$ cat config.mk
export PLATFORM = sky130hd
export DESIGN_NAME = brb_ctrl
export DESIGN_NICKNAME = d
export VERILOG_FILES = /design/src/sv/brb_pkg.sv /design/src/sv/brb_ctrl.sv
export SDC_FILE = /design/constraint.sdc
export NUM_CORES = 1
export LEC_CHECK = 0
export ABC_AREA = 1
export CORE_ASPECT_RATIO = 0.9
export CORE_MARGIN = 2
export CORE_UTILIZATION = 57
export CTS_CLUSTER_SIZE = 8
export DETAILED_ROUTE_END_ITERATION = 12
export DONT_BUFFER_PORTS = 1
export GPL_TIMING_DRIVEN = 0
export PLACE_DENSITY_LB_ADDON = 0.05
export SYNTH_ARGS = -nofsm -noshare
export SYNTH_HDL_FRONTEND = slang
export SYNTH_SLANG_ARGS = --single-unit
$ cat constraint.sdc
create_clock -name clk -period 2.5 [get_ports clk]
set_input_delay 0.125 -clock clk [delete_from_list [all_inputs] [get_ports clk]]
set_output_delay 0.125 -clock clk [all_outputs]
set_load 0.02 [all_outputs]
$ cat src/sv/brb_pkg.sv
// ----------------------------------------------------------------------------
// brb_pkg
// Shared types and constants for the byte ring buffer core.
// ----------------------------------------------------------------------------
package brb_pkg;

    localparam int DEPTH_DEFAULT     = 1024;
    localparam int MAX_BURST_DEFAULT = 64;

    // Fixed field widths of the ports.
    localparam int MODE_W = 2;
    localparam int BYTE_W = 8;
    localparam int LEN_W  = 7;
    localparam int CFG_W  = 11;
    localparam int OCC_W  = 11;

    localparam logic [MODE_W-1:0] MODE_PUT  = 2'd0;
    localparam logic [MODE_W-1:0] MODE_GET  = 2'd1;
    localparam logic [MODE_W-1:0] MODE_PEEK = 2'd2;

    // Commands from the controller to the datapath for one cycle.
    typedef struct packed {
        logic put;        // store write_byte if there is room
        logic null_res;   // emit one result without a byte
        logic rd;         // read one byte and emit it
        logic from_scan;  // read at the scan pointer instead of the read pointer
        logic remove;     // the byte read is removed (get)
        logic last;       // the result ends the transaction's run
    } cmd_t;

    // Status from the datapath to the controller.
    typedef struct packed {
        logic [LEN_W-1:0] avail;  // held bytes, clipped to the burst limit
    } status_t;

endpackage

$ cat src/sv/brb_ctrl.sv
// ----------------------------------------------------------------------------
// brb_ctrl
// Controller: decodes a transaction and sequences the bytes of a burst.
// ----------------------------------------------------------------------------
module brb_ctrl #(
    parameter int MAX_BURST = brb_pkg::MAX_BURST_DEFAULT
) (
    input  logic                         clk,
    input  logic                         rst_n,
    input  logic                         start,
    input  logic [brb_pkg::MODE_W-1:0]   mode,
    input  logic [brb_pkg::LEN_W-1:0]    request_length,
    input  brb_pkg::status_t             status,
    output logic                         busy,
    output brb_pkg::cmd_t                cmd
);

    typedef enum logic [1:0] {
        ST_IDLE  = 2'b01,
        ST_BURST = 2'b10
    } state_t;

    state_t                      state_reg, state_next;
    logic [brb_pkg::LEN_W-1:0]   remain_reg, remain_next;
    logic                        remove_reg, remove_next;
    logic [brb_pkg::LEN_W-1:0]   req_clip;
    logic [brb_pkg::LEN_W-1:0]   burst_len;

    always_comb
    begin
        req_clip  = (request_length > brb_pkg::LEN_W'(MAX_BURST)) ?
                    brb_pkg::LEN_W'(MAX_BURST) : request_length;
        burst_len = (req_clip < status.avail) ? req_clip : status.avail;
    end

    always_comb
    begin
        state_next  = state_reg;
        remain_next = remain_reg;
        remove_next = remove_reg;
        cmd         = '0;
        unique case (state_reg)
            ST_IDLE:
            begin
                if (start)
                begin
                    unique case (mode) inside
                        brb_pkg::MODE_PUT:
                        begin
                            cmd.put = 1'b1;
                        end
                        brb_pkg::MODE_GET, brb_pkg::MODE_PEEK:
                        begin
                            if (burst_len == '0)
                            begin
                                cmd.null_res = 1'b1;
                            end
                            else
                            begin
                                // The first byte is read in the accepting cycle.
                                cmd.rd      = 1'b1;
                                cmd.remove  = (mode == brb_pkg::MODE_GET);
                                cmd.last    = (burst_len == brb_pkg::LEN_W'(1));
                                remove_next = (mode == brb_pkg::MODE_GET);
                                remain_next = burst_len - brb_pkg::LEN_W'(1);
                                if (burst_len != brb_pkg::LEN_W'(1))
                                begin
                                    state_next = ST_BURST;
                                end
                            end
                        end
                        default:
                        begin
                            cmd.null_res = 1'b1;
                        end
                    endcase
                end
            end
            ST_BURST:
            begin
                cmd.rd        = 1'b1;
                cmd.from_scan = 1'b1;
                cmd.remove    = remove_reg;
                cmd.last      = (remain_reg == brb_pkg::LEN_W'(1));
                remain_next   = remain_reg - brb_pkg::LEN_W'(1);
                if (remain_reg == brb_pkg::LEN_W'(1))
                begin
                    state_next = ST_IDLE;
                end
            end
            default:
            begin
                state_next = ST_IDLE;
            end
        endcase
    end

    assign busy = (state_reg == ST_BURST);

    always_ff @(posedge clk or negedge rst_n)
    begin
        if (!rst_n)
        begin
            state_reg  <= ST_IDLE;
            remain_reg <= '0;
            remove_reg <= 1'b0;
        end
        else
        begin
            state_reg  <= state_next;
            remain_reg <= remain_next;
            remove_reg <= remove_next;
        end
    end

endmodule

==> metrics.md <==
| Metric | Value |
|---|---|
| CP Capture Type | `primary output` |
| Final setup fails | `3` |
| Hold path depth | `4` |
| # H-tree levels | `1` |
| Gate Count Post-Synth | `between 200 and 250` |
| DR vias/cell | `5.44` |
| Crit path max-delay cell type | `a21oi_4` |
| Hpwl dp | `2.51 mm` |
| Hold/Removal Path Class | `input pin to flip-flop` |
| Vias in the first global route | `about 1400` |
| Placeable Area | `2400 µm²` |
| Final Slew Violations | `0` |
| Clk root buf | `clkbuf_4` |
| Reg2reg path depth | `9` |
| First DRT Iteration DRCs | `56` |
| Mapped Area | `1400 µm²` |
| Area growth from synthesis to layout | `27.5%` |
| # diodes | `0` |
| Pin count of the biggest net entering global routing | `11` |
| Ys flop type | `dfrtp_1` |
| Most common cell in the netlist | `nand2_1` |
| Max incr delay on CP | `240 ps` |
| Flops & latches, synth | `10` |
| Pre-antenna DRT Iters | `4` |
| Final Critical Period | `around 2500 ps` |
| Unique masters post-synth | `30` |
| Clk buf depth | `2` |
| Clock-pin slew on the worst setup and hold paths | `60 ps` |
| WS Path Type | `input pin to primary output` |
| Die Y | `roughly 51 µm` |
| Clock skew | `1.02 ps` |
| Clock buffer count from CTS | `3` |
| Global-route wire length before repair | `5.62 mm` |
| Worst endpoint required time | `2380 ps` |
| Peak Freq | `394 MHz` |
| Placed Cells | `around 260` |
| Leak | `0.940 nW` |
| Unrepaired setup endpoints after global routing | `yes` |
| Worst Tran Pin Value | `463 ps` |
| Hold_ws | `~160 ps` |
| Top-level I/O count | `26` |
| Largest register FFs | `7` |
| Non-filler cells, final | `274` |
| Vias | `1491` |
| Worst skew pair latency | `270 ps` |
| Slew margin rel. | `a little under 70%` |
| Cell taking the most area after synthesis | `nand2_1` |
| Endpoints failing hold | `0` |
| Starting density of the core | `58.4%` |
| Commonest cells in the netlist | `nand2_1 (71), inv_1 (32), nand3_1 (31)` |
| Status | `complete, but fails checks` |
| Pwr dens | `802 nW/µm²` |
| Fraction of layout cells with a size suffix above 1 | `28.9%` |
| Initial antenna violation count | `0` |
| Full die area | `around 2900 µm²` |
| Clock sink count | `10` |
| Crit share post-route | `102%` |
| Routability Congestion | `0.894` |
| Synth top area cells | `nand2_1 (19%), dfrtp_1 (16%), ha_1 (13%)` |
| CP arrival | `2420 ps` |
| Avg Inst Size Synth | `6.18 µm²` |
| Crit-path max FO | `7` |
| All-Layer GR Usage | `24.7%` |
| Top-area cell type share of the netlist area | `roughly a fifth` |
| Routed wire per std cell | `12.9 µm` |
| Worst Setup Slack, final | `-40.9 ps` |
| Yosys warns | `0` |
| Peak supply drop | `1090 µV` |
| Die width | `between 50 and 60 µm` |
| Synth Net Count | `261` |
| Final setup TNS | `-74.0 ps` |
| Violated checks | `setup timing` |
| Detail Route Antenna Nets | `0` |
| Drt drc | `0` |
| CTS tree | `built` |
| Row cnt | `17` |
| Count of filler cells inserted in the layout | `192` |
| Congestion Overflow GR | `0` |
| Worst path cell trace | `nor2_4, nand3_2, nand2_2, nand2_2, inv_2, ha_4, a21oi_4, nor2_4, a211oi_4, buf_6, nand2_8, buf_4, nand2_2, nand2_4, nand3_4, nor2_4, buf_6, nand3b_1, a21oi_4` |
| Seq/Total Area, Yosys | `between 10% and 20%` |
| Port bufs | `0` |
| Startpoint types | `input pin` |
| Max Cap Viol | `0` |
| Drt total wl | `about 3.5 mm` |
| Async set-or-reset flop fraction in the synthesized netlist | `100%` |
| EDFF count, synth | `0` |
| Final #Nets | `281` |
==> critical path: cells and delay by family <==
family	cells	cell delay, ps
and+or+nand+nor	11	950
buffers and inverters	4	520
AOI/OAI and AO/OA	3	580
adders and majority gates	1	220
==> cell usage in the layout, fill, tap and decap left out, types with 3 or more instances in the layout <==
cell      instances
nand3_1          27
ha_1             13
clkbuf_4          3
nor2_1           11
inv_2             3
nor2_4            8
a21oi_4           4
nand2_2          12
a21oi_1           3
buf_4            12
nand2_1          64
nand3_2           5
dfrtp_1           9
o21ai_1           3
or2_2             3
nand2_4           6
inv_1            31
o21ai_0           7
==> where the power goes <==
group	leakage (nW)	switching, mW	internal [mW]
Combinational	0.803	0.630	0.361
Clock	0.0150	0.0585	0.0619
Sequential	0.123	0.0711	0.252
==> final timing paths <==
path                                    from            end  slack [ps]
setup / recovery           request_length[5]         cmd[1]         -40
hold / removal                         start   state_reg[0]         160
setup reg to reg                state_reg[0]   state_reg[1]         670
hold reg to reg                   remove_reg     remove_reg         480
max in group asynchronous              rst_n   state_reg[0]        1930
min in group asynchronous              rst_n  remain_reg[2]         240
==> area by class of cell <==
cell class | instances | area [µm²] | share of cell area, %
plain buffers | 3 | 16.3 | 0.910
clock buffers | 4 | 26.3 | 1.47
repair buffers | 14 | 115 | 6.44
flip-flops and latches | 10 | 251 | 14.1
inverters | 35 | 134 | 7.49
well taps | 28 | 35.0 | 1.96
multi-input cells | 180 | 1210 | 67.7
==> per-layer routing <==
layer / wire (µm) / global-route usage [%]
met5: 0 / 0
met4: 27 / 4.76
met3: 148 / 6.08
met2: 1670 / 42.0
met1: 1690 / 32.2
==> logic make-up (layout without fill, tap and decap cells) <==
group           count (synthesis)  in the layout  share of synthesized area [%]
compound gates                 21             21                           9.63
flops                          10             10                           17.9
fa+ha+maj                      15             15                           13.4
simple gates                  142            143                           47.7
buf+inv                        38             56                           10.7
xor+xnor                        1              1                          0.625
==> timing repair <==
action                                  4_1_cts  5_1_grt
cloned                                        0        1
hold buffers                                  1        0
endpoints found under the hold margin        10        0
buffers inserted                              5        8
gates resized for setup                       9       26
endpoints found under the setup margin        4        4
pin swaps                                    10       22
==> stage by stage <==
step / total power [mW] / util [%] / worst slack [ps] / instance area, µm²
5_1_grt: 1.62 / 74.4 / -172 / 1790
6_report: 1.43 / 74.4 / -40.9 / 1790
2_1_floorplan: 1.05 / - / -27.3 / 1440
3_5_place_dp: 1.20 / 61.5 / -340 / 1480
4_1_cts: 1.37 / 66.4 / 5.40 / 1600
3_3_place_gp: 1.18 / 61.5 / -243 / 1480
Power figures use the tool's default switching activity.
